**src/rtl/assert_macros.svh**
```systemverilog
// Assertion macros shared by the max flow block.
// Header only; no dependencies.
`ifndef ASSERT_MACROS_SVH
`define ASSERT_MACROS_SVH
// Implication checked on every clock edge outside reset.
`define ASSERT_IMPLIES(label, clk, rst_n, a, c) \
	label: assert property (@(posedge clk) disable iff (!rst_n) (a) |-> (c)) \
		else $error("assertion failed");
// Next-cycle implication.
`define ASSERT_NEXT(label, clk, rst_n, a, c) \
	label: assert property (@(posedge clk) disable iff (!rst_n) (a) |=> (c)) \
		else $error("assertion failed");
`endif

```
**src/rtl/mfa_pkg.sv**
```systemverilog
// Package for the max flow block: sizes, payload structs, control structs.
// No dependencies.
`timescale 1ns / 1ps
package mfa_pkg;
	localparam int NODES    = 8;
	localparam int NODE_W   = 3;
	localparam int CAP_BITS = 8;
	localparam int RES_W    = CAP_BITS + 4;
	localparam int CELLS    = NODES * NODES;
	localparam int ADDR_W   = 2 * NODE_W;
	localparam int CNT_W    = ADDR_W + 1;
	localparam int OUT_W    = 11;
	localparam int SUM_W    = 24;
	localparam logic [OUT_W-1:0] OUT_MAX = 11'd2047;
	localparam logic [0:0] REG_SOURCE = 1'b0;
	localparam logic [0:0] REG_SINK   = 1'b1;

	typedef struct packed {
		logic [2:0] from_node;
		logic [2:0] to_node;
		logic [7:0] edge_capacity;
		logic       last_edge;
	} edge_item_t;

	typedef struct packed {
		logic [10:0] total_flow;
		logic [10:0] paths_found;
	} flow_result_t;

	// Controller to datapath.
	typedef struct packed {
		logic clr_cap;         // clear capacity valid bits
		logic copy_rd;         // read capacity cell cnt
		logic copy_wr;         // write residual cell read last cycle
		logic init_search;     // reset marks, stack = {source}
		logic pop;             // pop top into cur
		logic scan_rd;         // read residual[cur][cnt]
		logic scan;            // evaluate neighbor read last cycle
		logic trace_start;     // node = sink, bottleneck = max
		logic trace_rd;        // read residual[parent][node], step node
		logic walk_start;      // node = sink, keep bottleneck
		logic upd_rd;          // read residual[parent][node]
		logic upd_fwd;         // residual[parent][node] -= bn, read backward cell
		logic upd_bwd;         // residual[node][parent] += bn, step node
		logic accum;           // add bottleneck to totals
		logic clr_tot;         // clear totals
		logic [CNT_W-1:0] cnt; // sweep counter
	} mfa_cmd_t;

	// Datapath to controller.
	typedef struct packed {
		logic stack_empty;
		logic cur_is_sink;
		logic hit_sink;       // scan pushed the sink
		logic trace_done;     // node is source
		logic bad_ends;
	} mfa_stat_t;
endpackage

```
**src/rtl/mfa_datapath.sv**
```systemverilog
// Datapath of the max flow block: capacity/residual stores, DFS stack, totals.
// Depends on mfa_pkg and assert_macros.svh.
`timescale 1ns / 1ps
`include "assert_macros.svh"
module mfa_datapath (
	input  logic                      clk,
	input  logic                      arst_n,
	input  logic                      wr_en,
	input  mfa_pkg::edge_item_t       wr_item,
	input  logic [2:0]                src,
	input  logic [2:0]                snk,
	input  mfa_pkg::mfa_cmd_t         cmd,
	output mfa_pkg::mfa_stat_t        stat,
	output mfa_pkg::flow_result_t     result
);
	import mfa_pkg::*;

	// capacity store with valid bits (reset reads zero)
	logic [CAP_BITS-1:0] cap_q [CELLS];
	logic [CELLS-1:0]    cap_v_q;
	logic [CAP_BITS-1:0] cap_rd_s1;
	logic                cap_v_s1;
	logic [ADDR_W-1:0]   cp_a_s1;
	logic [RES_W-1:0]    res_q [CELLS];
	logic [RES_W-1:0]    res_rd_q;
	logic [NODE_W-1:0]   stk_q [NODES+1];
	logic [NODE_W:0]     sp_q;
	logic [NODES-1:0]    mark_q;
	logic [NODE_W-1:0]   par_q [NODES];
	logic [NODE_W-1:0]   cur_q, node_q, nb_s1;
	logic [RES_W-1:0]    bn_q;
	logic                trace_v_s1;
	logic [SUM_W-1:0]    flow_q, cnt_paths_q;
	logic [ADDR_W-1:0]   sc_a, tr_a, bw_a;
	logic                push;

	assign sc_a = {cur_q, cmd.cnt[NODE_W-1:0]};
	assign tr_a = {par_q[node_q], node_q};
	assign bw_a = {node_q, par_q[node_q]};
	assign push = cmd.scan && (res_rd_q != '0) && !mark_q[nb_s1];

	// edge load and clear
	always_ff @(posedge clk or negedge arst_n) begin
		if (!arst_n) begin
			cap_v_q <= '0;
		end else if (cmd.clr_cap) begin
			cap_v_q <= '0;
		end else if (wr_en) begin
			cap_v_q[{wr_item.from_node, wr_item.to_node}] <= 1'b1;
		end
	end
	always_ff @(posedge clk) begin
		if (wr_en)
			cap_q[{wr_item.from_node, wr_item.to_node}] <= wr_item.edge_capacity;
	end

	// capacity read for the copy sweep, registered
	always_ff @(posedge clk) begin
		if (cmd.copy_rd) begin
			cap_rd_s1 <= cap_q[cmd.cnt[ADDR_W-1:0]];
			cap_v_s1  <= cap_v_q[cmd.cnt[ADDR_W-1:0]];
			cp_a_s1   <= cmd.cnt[ADDR_W-1:0];
		end
	end

	// residual read port, registered
	always_ff @(posedge clk) begin
		if (cmd.scan_rd) begin
			res_rd_q <= res_q[sc_a];
			nb_s1    <= cmd.cnt[NODE_W-1:0];
		end else if (cmd.trace_rd || cmd.upd_rd) begin
			res_rd_q <= res_q[tr_a];
		end else if (cmd.upd_fwd) begin
			res_rd_q <= res_q[bw_a];
		end
	end

	// residual write port: copy and augment, one cell per cycle
	always_ff @(posedge clk) begin
		if (cmd.copy_wr) begin
			res_q[cp_a_s1] <= cap_v_s1 ? RES_W'(cap_rd_s1) : '0;
		end else if (cmd.upd_fwd) begin
			res_q[tr_a] <= res_rd_q - bn_q;
		end else if (cmd.upd_bwd) begin
			res_q[bw_a] <= res_rd_q + bn_q;
		end
	end

	// stack pointer and marks
	always_ff @(posedge clk or negedge arst_n) begin
		if (!arst_n) begin
			sp_q   <= '0;
			mark_q <= '0;
		end else if (cmd.init_search) begin
			sp_q   <= (NODE_W+1)'(1);
			mark_q <= NODES'(1) << src;
		end else if (cmd.pop) begin
			sp_q <= sp_q - 1'b1;
		end else if (push) begin
			sp_q       <= sp_q + 1'b1;
			mark_q[nb_s1] <= 1'b1;
		end
	end

	// stack entries, current node, parents
	always_ff @(posedge clk) begin
		if (cmd.init_search) begin
			stk_q[0] <= src;
		end else if (cmd.pop) begin
			cur_q <= stk_q[sp_q - 1'b1];
		end else if (push) begin
			stk_q[sp_q]  <= nb_s1;
			par_q[nb_s1] <= cur_q;
		end
	end

	// path walk pointer
	always_ff @(posedge clk) begin
		if (cmd.trace_start || cmd.walk_start) begin
			node_q <= snk;
		end else if (cmd.trace_rd || cmd.upd_bwd) begin
			node_q <= par_q[node_q];
		end
	end

	// bottleneck: minimum of the residuals read during the trace
	always_ff @(posedge clk or negedge arst_n) begin
		if (!arst_n) begin
			trace_v_s1 <= 1'b0;
		end else begin
			trace_v_s1 <= cmd.trace_rd;
		end
	end
	always_ff @(posedge clk) begin
		if (cmd.trace_start) begin
			bn_q <= '1;
		end else if (trace_v_s1 && (res_rd_q < bn_q)) begin
			bn_q <= res_rd_q;
		end
	end

	// totals
	always_ff @(posedge clk or negedge arst_n) begin
		if (!arst_n) begin
			flow_q      <= '0;
			cnt_paths_q <= '0;
		end else if (cmd.clr_tot) begin
			flow_q      <= '0;
			cnt_paths_q <= '0;
		end else if (cmd.accum) begin
			flow_q      <= flow_q + SUM_W'(bn_q);
			cnt_paths_q <= cnt_paths_q + 1'b1;
		end
	end

	assign stat.stack_empty = (sp_q == 0);
	assign stat.cur_is_sink = (cur_q == snk);
	assign stat.hit_sink    = push && (nb_s1 == snk);
	assign stat.trace_done  = (node_q == src);
	assign stat.bad_ends    = (src == snk);
	assign result.total_flow  = (flow_q > SUM_W'(OUT_MAX)) ? OUT_MAX : flow_q[OUT_W-1:0];
	assign result.paths_found = (cnt_paths_q > SUM_W'(OUT_MAX)) ? OUT_MAX :
		cnt_paths_q[OUT_W-1:0];

	`ASSERT_IMPLIES(a_stack_bound, clk, arst_n, 1'b1, sp_q <= (NODE_W+1)'(NODES + 1))
	`ASSERT_NEXT(a_init_mark, clk, arst_n, cmd.init_search, mark_q[src] && sp_q == 1)
	`ASSERT_IMPLIES(a_push_unmarked, clk, arst_n, push, !mark_q[nb_s1])
endmodule

```
**config.mk**
```make
export PLATFORM = sky130hd
export DESIGN_NAME = mfa_datapath
export DESIGN_NICKNAME = d
export VERILOG_FILES = /design/src/rtl/mfa_pkg.sv /design/src/rtl/mfa_datapath.sv
export VERILOG_INCLUDE_DIRS = /design/src /design/src/rtl
export SDC_FILE = /design/constraint.sdc
export NUM_CORES = 2
export LEC_CHECK = 0
export BUFFER_PORTS_ARGS = -buffer_cell sky130_fd_sc_hd__buf_2
export CELL_PAD_IN_SITES_DETAIL_PLACEMENT = 0
export CELL_PAD_IN_SITES_GLOBAL_PLACEMENT = 1
export CORE_ASPECT_RATIO = 1.5
export CORE_MARGIN = 5
export CORE_UTILIZATION = 49
export DETAILED_ROUTE_END_ITERATION = 16
export GPL_TIMING_DRIVEN = 0
export PLACE_DENSITY_LB_ADDON = 0.2
export SETUP_SLACK_MARGIN = 0.3
export SYNTH_ARGS = -nofsm -noshare
export SYNTH_HDL_FRONTEND = slang
export SYNTH_SLANG_ARGS = --single-unit
```
**constraint.sdc**
```tcl
create_clock -name clk -period 4.6 [get_ports clk]
set_input_delay 0.92 -clock clk [delete_from_list [all_inputs] [get_ports clk]]
set_output_delay 0.92 -clock clk [all_outputs]
set_load 0.02 [all_outputs]
```
==> impl_metrics.ini <==
[finish]
nets = 5331
finalNonFillerCells = 7348
drive_above_1_share = 0.290
final_area_um2 = 85600
area_growth_pct = 15.9

[worst_hold_path]
hold_class = in -> async

[placement]
placed_area_um2 = 78500
gp_congestion = 1.08
dp_hpwl_um = 224000
port_buffers = 62
placed_cells = 6959

[yosys]
syn_inst = 4886
synthFlopType = edfxtp_1
synthArstFlopShare = 0.0829
avgSynthCellArea_um2 = 15.1
syn-num-nets = 4973
netlist_area_um2 = 73900
synth.area.top_cells = edfxtp_1, mux4_2, dfrtp_1
synth.distinct_cells = 68
synth_edf_count = 1367
synth.yosys.seq_area_share = 0.602
yosysTopAreaCell = edfxtp_1
ys_ff_latch = 1507
yosysTopAreaCellShare = 0.555
ys_warn_count = 0

[global_routing]
antenna_found_initial = 48
first_global_vias = 52276
gr-total-overflow = 0
grt_max_degree = 78
track_usage = 0.400
grt_pass1_wl_um = 430000

[status]
outcome = finished, violations left
violations = capacitance limit, slew limit, setup timing

[clock_network]
root_buffer = clkbuf_16
ctsHoldBuffers = 0
cts_max_level = 4
cts_sinks = 1507
insertion_delay_ps = 840
cts_buffers = 147
clockBufferDepth = 3
clk_pin_slew_ps = 70
cts_tree = built

[floorplan]
initial_core_util = 0.493
die_area_um2 = 159000
core_um2 = 150000
rows = 174
die_y_um = 486
die_x_um = 327
io_pins = 73

[pwr]
power.switching_mw = 13.7
power_frac_seq = 0.417
p_sw_frac = 0.338
p_int_mw = 26.8
comb_power_share = 0.279
clockPowerShare = 0.304
power_mw = 40.5
vdd_drop_max_uv = 379
leakage_nw = 29.6
p_per_area_nw_per_um2 = 473

[routing]
via_per_inst = 7.31
dr_total_vias = 53713
dr.first_iter.drc_count = 8542
wirelength_um = 316000
drc = 0
drtAntennaViolNets = 0
dr.pass1.iters = 14
routedWlPerCell_um = 43.1

[worst_setup_path]
start_kind = flop
critical_path_class = reg -> reg
cp_common_cell = buf_6
path_cells = buf_6 -> mux4_2 -> mux2_2 -> buf_6 -> buf_2 -> clkbuf_2 -> nand2_1 -> a311oi_1 -> a41oi_4 -> nand3_4 -> a211oi_4 -> o221ai_2
slowest_delay_ps = 740
cp_slowest_cell = a41oi_4
path_max_fanout = 10
endpoint_kind = flop
worstPathArrival_ps = 5120
required_ps = 5110

[sta]
rsz0062_at_grt = yes
tns_ps = -9.41
holdWs_ps = 28.7
min_period_ps = 4610
setup_violations = 1
slew-limit-headroom = -0.0523
fin_crit_sh = 1.00
worstMarginPinSlew_ps = 1580
worst_slack_ps = -9.41
fin_skew_ps = 46.9
maxSlewViolCount = 19
fmax_mhz = 217
hold_viol_final = 0

[run]
max-cap-violations = 2
critical path, delay by kind of cell (launching register included):
family	cells	cell delay, ps
AO/OA/AOI/OAI	4	1540
buffers and inverters	4	1070
flip-flops	1	320
multiplexers	2	900
AND/OR/NAND/NOR	2	420
registers in the layout, summed over array words and instances, names as in the netlist, 3 cells and up, named ones only:
| signal | flops |
|---|---|
| cnt_paths_q | 24 |
| mark_q | 8 |
| stk_q | 27 |
| par_q | 24 |
| cur_q | 3 |
| cap_q | 512 |
| cp_a_s1 | 6 |
| cap_rd_s1 | 8 |
| flow_q | 24 |
| nb_s1 | 3 |
| bn_q | 12 |
| sp_q | 4 |
| res_rd_q | 12 |
| node_q | 3 |
| res_q | 768 |
| cap_v_q | 64 |
per-layer routing:
metal	share of wire	up-vias	global-route usage	wire, um
met4	0.13	20	0.380	40800
met5	0.00063	-	0.00785	200
met1	0.29	27074	0.415	93300
li1	-	20165	-	-
met3	0.12	1898	0.158	37100
met2	0.46	4556	0.614	145000
synthesized netlist by cell type, types with 36 or more instances:
cell,instances
edfxtp_1,1367
nand2_1,826
a31oi_1,73
a21oi_1,50
inv_1,52
dfrtp_1,125
nand3_1,285
buf_2,133
clkbuf_1,163
ha_1,38
mux2i_1,91
xor2_1,36
o21ai_0,38
mux4_2,686
buf_1,45
nor2_1,360
and3_1,95
per-stage QoR:
stage / setup slack, ps / utilization
2_1_floorplan: 364 / -
6_report: -9.41 / 0.571
5_1_grt: 176 / 0.570
3_5_place_dp: -1640 / 0.523
4_1_cts: 108 / 0.567
3_3_place_gp: -2580 / 0.511
cells in the final DEF, fill, tap and decap left out, types with 29 or more instances in the layout:
cell type / n
a21oi_1: 46
o21ai_0: 34
clkbuf_1: 116
ha_1: 38
nand2_1: 811
buf_8: 36
clkbuf_4: 29
nor2_1: 288
mux2i_1: 89
xor2_1: 36
nor2_4: 65
clkbuf_16: 149
nand3_1: 276
buf_2: 131
buf_4: 100
mux4_2: 686
buf_16: 31
buf_6: 29
buf_12: 40
a31oi_1: 71
inv_1: 52
dfrtp_1: 125
and3_1: 95
edfxtp_1: 1367
clkbuf_2: 60
diode_2: 43
kinds of logic after synthesis:
| group | share of synthesized area |
|---|---|
| xor+xnor | 0.00569 |
| mux | 0.223 |
| buf+inv | 0.0244 |
| simple gates | 0.0995 |
| fa+ha+maj | 0.00725 |
| compound gates | 0.0382 |
| flops | 0.602 |
cell type report:
class | count | area, um2
antenna | 43 | 108
tap | 1936 | 2420
fill | 11878 | 64400
clock inverter | 84 | 835
timing repair buffer | 209 | 2710
sequential | 1507 | 44500
buffer | 359 | 2190
multi-input combinational | 2967 | 28700
inverter | 53 | 199
clock buffer | 190 | 3990
final timing paths:
| check | startpoint | endpoint | slack [ps] | cells after the start |
|---|---|---|---|---|
| setup reg to reg | flop | res_rd_q[0] | -9 | 12 |
| setup / recovery | flop | res_rd_q[0] | -9 | 12 |
| hold reg to reg | mark_q[6] | mark_q[6] | 490 | 1 |
| max in group asynchronous | arst_n | sp_q[2] | 3740 | 2 |
| min in group clk | cmd[0] | cp_a_s1[0] | 350 | 1 |
| hold / removal | arst_n | cap_v_q[36] | 30 | 1 |
repair_timing:
action,4_1_cts,5_1_grt
buffers inserted,62,10
cloned,0,0
setup endpoints to repair,792,577
gates resized for setup,320,132
pin swaps,41,17
power by group through the flow:
stage	Combinational [mW]	Clock, mW	Sequential (mW)
floorplan	5.48	0	17.1
global placement	9.59	0	17.4
detailed placement	10.2	0	17.2
CTS	10.5	12.4	16.9
global route	11.5	12.9	16.9
finish	11.3	12.3	16.9
Note: power is estimated with default switching activity, not from simulation.
