<file path="src/rtl/assert_macros.svh">
// Assertion macros shared by the max flow block.
// Header only; no dependencies.
`ifndef ASSERT_MACROS_SVH
`define ASSERT_MACROS_SVH
// Implication checked on every clock edge outside reset.
`define ASSERT_IMPLIES(label, clk, rst_n, a, c) \
	label: assert property (@(posedge clk) disable iff (!rst_n) (a) |-> (c)) \
		else $error("assertion failed");
// Next-cycle implication.
`define ASSERT_NEXT(label, clk, rst_n, a, c) \
	label: assert property (@(posedge clk) disable iff (!rst_n) (a) |=> (c)) \
		else $error("assertion failed");
`endif

</file>
<file path="src/rtl/mfa_pkg.sv">
// Package for the max flow block: sizes, payload structs, control structs.
// No dependencies.
`timescale 1ns / 1ps
package mfa_pkg;
	localparam int NODES    = 8;
	localparam int NODE_W   = 3;
	localparam int CAP_BITS = 8;
	localparam int RES_W    = CAP_BITS + 4;
	localparam int CELLS    = NODES * NODES;
	localparam int ADDR_W   = 2 * NODE_W;
	localparam int CNT_W    = ADDR_W + 1;
	localparam int OUT_W    = 11;
	localparam int SUM_W    = 24;
	localparam logic [OUT_W-1:0] OUT_MAX = 11'd2047;
	localparam logic [0:0] REG_SOURCE = 1'b0;
	localparam logic [0:0] REG_SINK   = 1'b1;

	typedef struct packed {
		logic [2:0] from_node;
		logic [2:0] to_node;
		logic [7:0] edge_capacity;
		logic       last_edge;
	} edge_item_t;

	typedef struct packed {
		logic [10:0] total_flow;
		logic [10:0] paths_found;
	} flow_result_t;

	// Controller to datapath.
	typedef struct packed {
		logic clr_cap;         // clear capacity valid bits
		logic copy_rd;         // read capacity cell cnt
		logic copy_wr;         // write residual cell read last cycle
		logic init_search;     // reset marks, stack = {source}
		logic pop;             // pop top into cur
		logic scan_rd;         // read residual[cur][cnt]
		logic scan;            // evaluate neighbor read last cycle
		logic trace_start;     // node = sink, bottleneck = max
		logic trace_rd;        // read residual[parent][node], step node
		logic walk_start;      // node = sink, keep bottleneck
		logic upd_rd;          // read residual[parent][node]
		logic upd_fwd;         // residual[parent][node] -= bn, read backward cell
		logic upd_bwd;         // residual[node][parent] += bn, step node
		logic accum;           // add bottleneck to totals
		logic clr_tot;         // clear totals
		logic [CNT_W-1:0] cnt; // sweep counter
	} mfa_cmd_t;

	// Datapath to controller.
	typedef struct packed {
		logic stack_empty;
		logic cur_is_sink;
		logic hit_sink;       // scan pushed the sink
		logic trace_done;     // node is source
		logic bad_ends;
	} mfa_stat_t;
endpackage

</file>
<file path="src/rtl/mfa_ctrl.sv">
// Controller state machine of the max flow block.
// Depends on mfa_pkg and assert_macros.svh.
`timescale 1ns / 1ps
`include "assert_macros.svh"
module mfa_ctrl (
	input  logic               clk,
	input  logic               arst_n,
	input  logic               go,
	input  mfa_pkg::mfa_stat_t stat,
	output mfa_pkg::mfa_cmd_t  cmd,
	output logic               busy,
	output logic               done
);
	import mfa_pkg::*;

	typedef enum logic [8:0] {
		S_IDLE    = 9'b0_0000_0001,
		S_COPY    = 9'b0_0000_0010,
		S_POP     = 9'b0_0000_0100,
		S_SCAN    = 9'b0_0000_1000,
		S_TRACE   = 9'b0_0001_0000,
		S_UPD_RD  = 9'b0_0010_0000,
		S_UPD_FWD = 9'b0_0100_0000,
		S_UPD_BWD = 9'b0_1000_0000,
		S_DONE    = 9'b1_0000_0000
	} state_t;

	state_t state_q, state_d;
	logic [CNT_W-1:0] cnt_q, cnt_d;

	// next state and commands
	always_comb begin
		state_d = state_q;
		cnt_d   = cnt_q;
		cmd     = '0;
		cmd.cnt = cnt_q;
		case (state_q)
			S_IDLE: begin
				cmd.clr_tot = go;
				if (go) begin
					state_d = S_COPY;
					cnt_d   = '0;
				end
			end
			S_COPY: begin
				// read cell cnt, write cell cnt-1 from the registered read
				cmd.copy_rd = (cnt_q != CNT_W'(CELLS));
				cmd.copy_wr = (cnt_q != '0);
				cnt_d       = cnt_q + 1'b1;
				if (cnt_q == CNT_W'(CELLS)) begin
					cmd.init_search = 1'b1;
					state_d = stat.bad_ends ? S_DONE : S_POP;
				end
			end
			S_POP: begin
				// cur holds popped node after this cycle
				if (stat.stack_empty) begin
					state_d = S_DONE;
				end else begin
					cmd.pop = 1'b1;
					state_d = S_SCAN;
					cnt_d   = '0;
				end
			end
			S_SCAN: begin
				if (cnt_q == '0 && stat.cur_is_sink) begin
					cmd.trace_start = 1'b1;
					state_d = S_TRACE;
				end else begin
					// read neighbor cnt, evaluate neighbor cnt-1
					cmd.scan_rd = (cnt_q < CNT_W'(NODES));
					cmd.scan    = (cnt_q != '0);
					cnt_d       = cnt_q + 1'b1;
					if (stat.hit_sink) begin
						cmd.trace_start = 1'b1;
						state_d = S_TRACE;
					end else if (cnt_q == CNT_W'(NODES)) begin
						state_d = S_POP;
					end
				end
			end
			S_TRACE: begin
				// last read is folded into the bottleneck in the exit cycle
				if (stat.trace_done) begin
					cmd.walk_start = 1'b1;
					state_d = S_UPD_RD;
				end else begin
					cmd.trace_rd = 1'b1;
				end
			end
			S_UPD_RD: begin
				if (stat.trace_done) begin
					cmd.accum       = 1'b1;
					cmd.init_search = 1'b1;
					state_d = S_POP;
				end else begin
					cmd.upd_rd = 1'b1;
					state_d = S_UPD_FWD;
				end
			end
			S_UPD_FWD: begin
				cmd.upd_fwd = 1'b1;
				state_d = S_UPD_BWD;
			end
			S_UPD_BWD: begin
				cmd.upd_bwd = 1'b1;
				state_d = S_UPD_RD;
			end
			S_DONE: begin
				cmd.clr_cap = 1'b1;
				state_d = S_IDLE;
			end
			default: state_d = S_IDLE;
		endcase
	end

	always_ff @(posedge clk or negedge arst_n) begin
		if (!arst_n) begin
			state_q <= S_IDLE;
			cnt_q   <= '0;
		end else begin
			state_q <= state_d;
			cnt_q   <= cnt_d;
		end
	end

	assign busy = (state_q != S_IDLE);
	assign done = (state_q == S_DONE);

	`ASSERT_IMPLIES(a_onehot, clk, arst_n, 1'b1, $onehot(state_q))
	`ASSERT_NEXT(a_done_idle, clk, arst_n, done, state_q == S_IDLE)
	`ASSERT_IMPLIES(a_no_go_busy, clk, arst_n, busy, !cmd.clr_tot)
endmodule

</file>
<file path="config.mk">
export PLATFORM = sky130hd
export DESIGN_NAME = mfa_ctrl
export DESIGN_NICKNAME = d
export VERILOG_FILES = /design/src/rtl/mfa_pkg.sv /design/src/rtl/mfa_ctrl.sv
export VERILOG_INCLUDE_DIRS = /design/src /design/src/rtl
export SDC_FILE = /design/constraint.sdc
export NUM_CORES = 1
export LEC_CHECK = 0
export ABC_AREA = 1
export BUFFER_PORTS_ARGS = -buffer_cell sky130_fd_sc_hd__clkbuf_2
export CORE_UTILIZATION = 52
export CTS_CLUSTER_DIAMETER = 120
export DETAILED_ROUTE_END_ITERATION = 10
export PLACE_DENSITY = 0.89
export REMOVE_ABC_BUFFERS = 1
export SYNTH_ARGS = -nofsm -noshare
export SYNTH_HDL_FRONTEND = slang
export SYNTH_SLANG_ARGS = --single-unit
</file>
<file path="constraint.sdc">
create_clock -name clk -period 2.1 [get_ports clk]
set_clock_uncertainty 0.05 [all_clocks]
set_input_delay 0.42 -clock clk [delete_from_list [all_inputs] [get_ports clk]]
set_output_delay 0.42 -clock clk [all_outputs]
set_load 0.05 [all_outputs]
</file>
==> flow_summary.ini, run 1 <==
[status]
status = finished with violations
failed_checks = negative setup slack

[clock_network]
htreeDepth = 1
root_buffer = clkbuf_4
clockBufferDepth = 2
path_clk_slew_ns = 0.11
cts_tree = done
numCtsBuffers = 3
clkSinkCount = 16
clock_latency_ns = 0.32

[synthesis]
syn_area_mm2 = 0.00124
synthCells = 198
synth_cell_type_count = 24
yosysWarnings = 0
syn_area_per_cell_um2 = 6.25
yosys_register_bits = 16
ys_seq_area_frac = 0.325

[finish]
final_cell_mix = nand2_1, inv_1, buf_4, nor2_1, clkbuf_2
n_antenna_cell = 0
nets = 265
drive_above_1_share = 0.406
final_common_cell = nand2_1
synthToLayoutAreaGrowth_pct = 50.6

[placed_design]
place_congestion = 0.887
io_buffers = 31
dpl.hpwl_um = 2350

[power]
p_per_area_mw_per_mm2 = 1010
sequentialPowerShare = 0.224
p_leak_uw = 0.00103
power.share.clock = 0.119
power.internal_uw = 887
p_comb_frac = 0.658
switchingPower_uw = 1000
p_total_uw = 1890
swShare = 0.530
ir_drop_mv = 0.983

[flow_run]
drv_cap = 0

[grt]
grt_pass1_vias = 1321
grt.total_usage = 0.309
grt_pass1_wl_um = 5640
antenna_found_initial = 0
gr-total-overflow = 0
grt_max_degree = 17

[routing]
drc = 0
drtIter0Drc = 73
postRouteWirelength_um = 4460
wl_per_cell_um = 15.8
ant_nets = 0
drtPass1Iterations = 6
via_per_inst = 5.44
vias = 1535

[timing]
worst_slack_ns = -0.176
fin_crit_sh = 1.08
final.min_clock_period_ns = 2.28
tightest_slew_ns = 0.441
timing.hold.ws_ns = 0.266
slew_headroom = 0.706
rsz0062_at_grt = true
fmax_ghz = 0.439
final-hold-violation-count = 0
finalSetupViolations = 8
finalMaxSlewViolations = 0

[die]
std_cell_rows = 17
start_util = 0.554
ios = 32
coreArea_mm2 = 0.00223
die_x_um = 50.8
die_area_mm2 = 0.00258
die_h_um = 50.8

[critical_path]
crit_required_ns = 1.63
worstPathArrival_ns = 1.81
crit_path_end_kind = output pin
startpoint_type = register
worstSetupPathType = register to output pin
cp_max_fo = 3

[worst_hold_path]
hp-class = input port to register
## power by group through the flow
stage	clock, µW	sequential [µW]	combinational (µW)
after floorplan	0	492	619
after global placement	0	413	938
after detailed placement	0	416	945
after CTS	214	422	1100
after global routing	236	426	1340
final	224	422	1240
## final cells by class
cell class	instances	area, µm²
Tap cell	28	35.0
Sequential cell	16	404
Inverter	37	141
Multi-Input combinational cell	144	820
Fill cell	141	370
Clock buffer	4	36.3
Timing Repair Buffer	53	427
## per-stage QoR
stage / TNS, ns / setup WS, ns / cells / util / area (µm²)
3_5_place_dp: 0 / 0.0531 / 263 / 0.659 / 1470
5_1_grt: -1.95 / -0.276 / 282 / 0.834 / 1860
3_3_place_gp: 0 / 0.0782 / 263 / 0.659 / 1470
6_report: -0.797 / -0.176 / 282 / 0.834 / 1860
4_1_cts: -0.262 / -0.119 / 276 / 0.773 / 1730
2_1_floorplan: -5.04 / -1.20 / 197 / - / 1230
## final timing paths
path                            slack (ns)       start  depth (start not counted)    endpoint
worst max-delay path                 -0.18  state_q[4]                          6     cmd[16]
worst min-delay path                  0.27     stat[1]                          2  state_q[6]
worst max register to register        0.04    cnt_q[1]                         12  state_q[8]
worst min register to register        0.55    cnt_q[6]                          2    cnt_q[6]
max in group asynchronous             1.14      arst_n                          2  state_q[0]
min in group asynchronous             0.51      arst_n                          2  state_q[6]
## metal layers
metal | GRT usage | wire, µm
met5 | 0 | 0
met4 | 0.181 | 227
met2 | 0.542 | 2280
met1 | 0.345 | 1690
met3 | 0.0576 | 262
## state kept, by name (all words and copies together) (netlist names)
register / cells
cnt_q: 7
state_q: 9
## synth_stat cells (all sizes together)
master,instances,area (µm²)
a21oi,2,13.8
buf,1,7.51
dfrtp,15,375
dfstp,1,26.3
ha,2,25.0
inv,37,139
nand2,59,229
nand3,18,105
nand4,8,50.1
nor2,38,168
nor3,3,15.0
nor4,1,6.26
o21ai,8,40.0
o22ai,1,6.26
o31ai,1,7.51
or2,1,6.26
xor2,2,17.5
## kinds of logic after synthesis
kind of cell	Yosys count	share of synthesized area
buf+inv	38	0.118
compound gates	12	0.0546
flops	16	0.325
simple gates	128	0.468
fa+ha+maj	2	0.0202
xor+xnor	2	0.0142
## repair_timing
item | in CTS | in global routing
buffers inserted | 8 | 6
hold buffers | 1 | 0
endpoints found under the hold margin | 15 | 0
gates resized for setup | 42 | 42
endpoints found under the setup margin | 9 | 16
gates cloned | 0 | 0
pin swaps | 11 | 10
## critical path, cell delays in order, from the launching register on
cell and delay, ns:
dfrtp_1 0.43, nor2_2 0.19, nand3_2 0.18, nor2_4 0.18, inv_2 0.08, nor4_4 0.18, clkbuf_8 0.24
Note: power is estimated with default switching activity, not from simulation.
==> run 2: changes to the inputs <==
--- a/config.mk
+++ b/config.mk
@@ -6,7 +6,6 @@
 export SDC_FILE = /design/constraint.sdc
 export NUM_CORES = 1
 export LEC_CHECK = 0
-export ABC_AREA = 1
 export BUFFER_PORTS_ARGS = -buffer_cell sky130_fd_sc_hd__clkbuf_2
 export CORE_UTILIZATION = 52
 export CTS_CLUSTER_DIAMETER = 120
==> run 2 against run 1 <==
The flow still finishes with violations (negative setup slack). Final cell count decreased by 20%. Worst setup slack got worse by 0.25 ns. Hold slack got worse by 0.27 ns. Sequential power rose by 13%. Highest routed layer unchanged. Clock power fell by 23%.
==> flow_summary.ini, run 2 <==
[grt]
gr-total-overflow = 0
antenna_found_initial = 0
grt_pass1_vias = 1469
grt.total_usage = 0.356
grt_pass1_wl_um = 6780
grt_max_degree = 17

[status]
status = finished with violations
failed_checks = negative setup slack

[clock_network]
htreeDepth = 1
cts_tree = done
root_buffer = clkbuf_4
path_clk_slew_ns = 0.09
clkSinkCount = 16
numCtsBuffers = 3
clockBufferDepth = 2
clock_latency_ns = 0.29

[placed_design]
place_ws_ns = -0.249
io_buffers = 31
dpl.hpwl_um = 2630
place_congestion = 0.968

[power]
p_comb_frac = 0.709
swShare = 0.501
p_per_area_mw_per_mm2 = 1130
ir_drop_mv = 1.01
sequentialPowerShare = 0.214
power.internal_uw = 1120
p_leak_uw = 0.000904
power.share.clock = 0.077
switchingPower_uw = 1120

[synthesis]
yosys_register_bits = 16
syn_area_mm2 = 0.00122
synth_cell_type_count = 50
yosysTopAreaCell = dfrtp_1
syn_area_per_cell_um2 = 8.63
synthTopCellsByArea = dfrtp_1, o21ai_0, nor2_1
synth_edf_count = 0
ys_seq_area_frac = 0.330
async_reset_ff_frac = 1.00
yosys-top-cells-count = dfrtp_1, nor2_1, o21ai_0, inv_1
yosys.cell_count.top_type = dfrtp_1
yosysWarnings = 0
ys.flop_type = dfrtp_1
synth_top_area_frac = 0.308
synthCells = 141

[finish]
reg.largest.list = state_q: 9 flops, cnt_q: 7 flops
final_cell_mix = buf_4, clkbuf_2, dfrtp_1, o21ai_0
nets = 210
top_register = state_q
drive_above_1_share = 0.548
final_core_util = 0.898
synthToLayoutAreaGrowth_pct = 63.2
final_common_cell = buf_4
largest_reg_flops = 9
n_antenna_cell = 0

[critical_path]
crit_path_end_kind = output pin
cp_slowest_cell = dfrtp_2
worstSetupPathType = register to output pin
path_cells = nor4_4, nand2_2, or3_4, and2b_2, buf_8
worstPathArrival_ns = 2.06
cp_slowest_stage_delay_ns = 0.46
startpoint_type = register
cp_max_fo = 4
crit_required_ns = 1.63

[die]
std_cell_rows = 17
coreArea_mm2 = 0.00221
die_h_um = 50.4
ios = 32
start_util = 0.550
die_area_mm2 = 0.00254
die_x_um = 50.4

[timing]
fmax_ghz = 0.395
worst_slack_ns = -0.429
timing.hold.ws_ns = 0.000311
slew_headroom = 0.711
finalSetupViolations = 25
finalMaxSlewViolations = 0
final-hold-violation-count = 0
final.min_clock_period_ns = 2.53
fin_crit_sh = 1.20
rsz0062_at_grt = true
tightest_slew_ns = 0.431

[routing]
postRouteWirelength_um = 5030
vias = 1534
wl_per_cell_um = 22.1
drtPass1Iterations = 5
ant_nets = 0
drc = 0
via_per_inst = 6.76
drtIter0Drc = 117

[worst_hold_path]
hp-class = input port to async pin

[flow_run]
drv_cap = 0
==> run 2: layout make-up <==
class	count	area [µm²]
Tap cell	28	35.0
Fill cell	98	225
Timing Repair Buffer	63	583
Multi-Input combinational cell	108	907
Clock buffer	4	26.3
Sequential cell	16	405
Inverter	8	30.0
==> run 2: cells by family after synthesis <==
| family | Yosys count | share of synthesized area |
|---|---|---|
| compound gates | 27 | 0.155 |
| xor+xnor | 4 | 0.0288 |
| fa+ha+maj | 2 | 0.0206 |
| buf+inv | 17 | 0.0678 |
| flops | 16 | 0.330 |
| mux | 4 | 0.0360 |
| simple gates | 71 | 0.362 |
==> run 2: worst paths after layout <==
kind | start | cells past startpoint | to | slack (ns)
worst max-delay path | state_q[5] | 5 | cmd[20] | -0.43
worst min-delay path | arst_n | 1 | state_q[7] | 0.0003
worst max register to register | state_q[0] | 5 | cnt_q[0] | -0.23
worst min register to register | cnt_q[1] | 2 | cnt_q[1] | 0.52
max in group asynchronous | arst_n | 1 | state_q[0] | 1.67
min in group clk | stat[1] | 2 | state_q[6] | 0.33
==> run 2: timing repair <==
| action | in CTS | in global routing |
|---|---|---|
| hold buffers | 0 | 0 |
| cloned | 0 | 0 |
| buffers inserted | 3 | 1 |
| pin swaps | 7 | 7 |
| resized for setup | 49 | 27 |
| endpoints found under the setup margin | 17 | 24 |
==> run 2: per-stage QoR <==
stage               cell area [µm²]  power (µW)  instances  TNS, ns
floorplan                      1160        1190        132   -11.69
global placement               1600        1580        219   -0.294
global route                   1990        2320        227    -6.97
CTS                            1880        1980        226    -3.28
finish                         1990        2240        227    -5.62
detailed placement             1600        1630        219   -0.617
==> run 2: worst max-delay path: cells and delay by family (launching register included) <==
family                 cells  cell delay, ns
buffers and inverters      1            0.15
and+or+nand+nor            4            1.16
DFF                        1            0.46
==> run 2: metal layers <==
metal | share of wire | global-route usage
met5 | 0 | 0
met4 | 0.071 | 0.194
met3 | 0.092 | 0.0545
met2 | 0.48 | 0.613
met1 | 0.35 | 0.420
==> run 2: power groups by stage <==
stage	sequential (µW)	combinational (µW)	clock [µW]
2_1_floorplan	580	607	0
3_3_place_gp	439	1140	0
3_5_place_dp	450	1180	0
4_1_cts	453	1350	172
5_1_grt	481	1650	189
6_report	478	1590	172
==> run 3: changes to the inputs <==
--- a/config.mk
+++ b/config.mk
@@ -11,7 +11,7 @@
 export CTS_CLUSTER_DIAMETER = 120
 export DETAILED_ROUTE_END_ITERATION = 10
 export PLACE_DENSITY = 0.89
-export REMOVE_ABC_BUFFERS = 1
+export RECOVER_POWER = 100
 export SYNTH_ARGS = -nofsm -noshare
 export SYNTH_HDL_FRONTEND = slang
 export SYNTH_SLANG_ARGS = --single-unit
==> run 3 against run 2 <==
The run now fails in clock tree synthesis (4_1_cts). Synthesized cell count unchanged. Area after synthesis is the same.
==> flow_summary.ini, run 3 <==
[status]
status = aborted with a tool error
failing_step = clock tree synthesis (4_1_cts)
error = [ERROR DPL-0033] detailed placement checks failed during check placement.

[synthesis]
synth_top_family_by_area = simple AND/OR/NAND/NOR gates
synth_cell_type_count = 50
synth_edf_count = 0
synthTopCellsByArea = dfrtp_1, o21ai_0, nor2_1
yosys_register_bits = 16
syn_area_mm2 = 0.00122
yosysWarnings = 0
ys.flop_type = dfrtp_1
synth_fa_ha_area_frac = 0.0206
synth_xor_area_frac = 0.0288
synth_top_area_frac = 0.308
syn_nets = 151
async_reset_ff_frac = 1.00
yosys-top-cells-count = dfrtp_1, nor2_1, o21ai_0, inv_1
synth_simple_gate_area_share = 0.362
ys_seq_area_frac = 0.330
yosysTopAreaCell = dfrtp_1
synthCells = 141
synth_mux_area_frac = 0.0360
syn_area_per_cell_um2 = 8.63
yosys.cell_count.top_type = dfrtp_1
synth_compound_area_frac = 0.155

[clock_network]
cts_resized = 67
clockBufferDepth = 2
post-cts-setup-buffers = 15
root_buffer = clkbuf_4
numCtsBuffers = 3
clkSinkCount = 16
htreeDepth = 1
hold_buffers = 0

[die]
ios = 32
std_cell_rows = 17
start_util = 0.550
die_x_um = 50.4
die_h_um = 50.4

[placed_design]
io_buffers = 31
dpl.hpwl_um = 2850
place_congestion = 0.930
place_inst = 220
place_ws_ns = -0.132
placedInstanceArea_mm2 = 0.00173
-- run 3: cell families after synthesis --
family / after synthesis
and+or+nand+nor: 71
DFF: 16
AOI/OAI and AO/OA: 27
adders and majority gates: 2
muxes: 4
xor gates and xnor gates: 4
buffers and inverters: 17
-- run 3: stage by stage --
stage / hold slack, ns / TNS, ns
after floorplan: 0.0744 / -3.47
after global placement: 0.314 / -0.186
after detailed placement: 0.321 / -0.432
==> run 4: changes to the inputs <==
--- a/config.mk
+++ b/config.mk
@@ -7,10 +7,10 @@
 export NUM_CORES = 1
 export LEC_CHECK = 0
 export BUFFER_PORTS_ARGS = -buffer_cell sky130_fd_sc_hd__clkbuf_2
-export CORE_UTILIZATION = 52
-export CTS_CLUSTER_DIAMETER = 120
+export CORE_AREA = 2 2 63 65
 export DETAILED_ROUTE_END_ITERATION = 10
-export PLACE_DENSITY = 0.89
+export DIE_AREA = 0 0 65 67
+export PLACE_DENSITY_LB_ADDON = 0.15
 export RECOVER_POWER = 100
 export SYNTH_ARGS = -nofsm -noshare
 export SYNTH_HDL_FRONTEND = slang
==> run 4 against run 3 <==
The flow now finishes, with violations (negative setup slack).
==> flow_summary.ini, run 4 (same netlist as run 2, synthesis figures left out) <==
[critical_path]
r2r-end = state_q[0]
crit_path_end_kind = output pin
cp_slowest_cell = or4_4
cp_slowest_stage_delay_ns = 0.44
crit_required_ns = 1.63
r2r-start = state_q[1]
worstSetupPathType = register to output pin
crit_buf_inv = 3
cp_max_fo = 2
crit_family = simple AND/OR/NAND/NOR gates
worstRegToRegCells = 7
crit_path_frequent_cell = buf_4
path_cells = buf_4, or4_4, nor3_4, nand3b_1, buf_4, buf_8
startpoint_type = register
worstPathArrival_ns = 1.90
regToRegSetupSlack_ns = 0.01

[timing]
worst_slack_ns = -0.267
fmax_ghz = 0.422
slew_headroom = 0.341
finalSetupViolations = 14
finalMaxSlewViolations = 0
rsz0062_at_grt = true
setup_tns_ns = -2.42
fin_crit_sh = 1.13
tightest_slew_ns = 0.989
final.min_clock_period_ns = 2.37
final-hold-violation-count = 0

[die]
std_cell_rows = 22
die_h_um = 67
start_util = 0.338
coreArea_mm2 = 0.00361
die_x_um = 65
die_area_mm2 = 0.00436
ios = 32

[finish]
drive_above_1_share = 0.647
final_cell_mix = buf_4, clkbuf_2, buf_6, o21ai_0, dfrtp_1
design_area_mm2 = 0.00234
final_common_cell = buf_4
top_register = state_q
largest_reg_flops = 9
fill_cells = 280
nets = 229
synthToLayoutAreaGrowth_pct = 92.4
stdcell_count = 266
n_antenna_cell = 0
reg.largest.list = state_q: 9 flops, cnt_q: 7 flops

[power]
p_leak_uw = 0.00105
ir_drop_mv = 0.842
p_per_area_mw_per_mm2 = 1160

[placed_design]
place_congestion = 0.930
place_inst = 247
placedInstanceArea_mm2 = 0.00190
place_ws_ns = -0.0797
dpl.hpwl_um = 2840
io_buffers = 31

[routing]
drtIter0Drc = 53
wl_per_cell_um = 15.1
ant_nets = 0
vias = 1369
drtPass1Iterations = 4
via_per_inst = 5.15
postRouteWirelength_um = 4010
drc = 0

[grt]
gr-total-overflow = 0
grt_pass1_wl_um = 6680
grt_max_degree = 17
grt.total_usage = 0.200
antenna_found_initial = 0
grt_pass1_vias = 1439

[synthesis]
syn_nets = 151

[worst_hold_path]
hp-class = input port to async pin

[clock_network]
clock_latency_ns = 0.26
clockBufferDepth = 2
path_clk_slew_ns = 0.08
root_buffer = clkbuf_8
clkSinkCount = 16
numCtsBuffers = 3
htreeDepth = 1
cts_tree = done
hold_buffers = 0

[status]
status = finished with violations
failed_checks = negative setup slack

[flow_run]
drv_cap = 0
run 4: through the flow:
stage	util	hold slack [ns]	total power [µW]
CTS	0.621	0.0625	2580
floorplan	-	0.0744	1330
global route	0.650	0.274	2860
detailed placement	0.527	0.336	1910
global placement	0.527	0.334	1890
finish	0.650	0.246	2710
run 4: final cells by class:
class | instances | area (µm²) | share of cell area
Multi-Input combinational cell | 108 | 1010 | 0.430
Clock buffer | 4 | 55.1 | 0.0235
Inverter | 8 | 33.8 | 0.0144
Tap cell | 48 | 60.1 | 0.0256
Timing Repair Buffer | 82 | 777 | 0.332
Sequential cell | 16 | 409 | 0.175
run 4: worst max path at each step:
| stage | end | cells after the start | startpoint |
|---|---|---|---|
| 6_report | busy | 6 | state_q[6] |
| 5_1_grt | cmd[18] | 8 | state_q[3] |
| 4_1_cts | cmd[18] | 6 | state_q[6] |
| 3_3_place_gp | cmd[20] | 5 | state_q[5] |
| 3_5_place_dp | cmd[7] | 5 | state_q[5] |
| 2_1_floorplan | cmd[17] | 5 | state_q[5] |
run 4: where the power goes:
| group | internal (µW) | switching, µW | leakage [µW] | total [µW] |
|---|---|---|---|---|
| clock | 167 | 126 | 0.0000288 | 293 |
| sequential | 379 | 68.3 | 0.000208 | 447 |
| combinational | 997 | 970 | 0.000815 | 1970 |
| total | 1540 | 1160 | 0.00105 | 2710 |
run 4: worst reg2reg max path, delay by kind of cell, from the launching register on:
| kind | cells | cell delay (ns) |
|---|---|---|
| AOI/OAI and AO/OA | 1 | 0.37 |
| DFF | 1 | 0.44 |
| and+or+nand+nor | 3 | 0.58 |
| muxes | 1 | 0.34 |
| buffers and inverters | 2 | 0.25 |
run 4: what timing repair did:
item | in CTS | in global routing
buffers inserted | 10 | 5
endpoints found under the setup margin | 15 | 23
pin swaps | 15 | 4
gates resized for setup | 42 | 26
run 4: metal layers:
| metal | track usage | up-vias | wire, µm | share of wire |
|---|---|---|---|---|
| met4 | 0.0745 | 0 | 55 | 0.014 |
| met5 | 0 | - | 0 | 0 |
| met3 | 0.0338 | 6 | 109 | 0.027 |
| met1 | 0.232 | 678 | 1650 | 0.41 |
| li1 | - | 667 | - | - |
| met2 | 0.365 | 18 | 2200 | 0.55 |
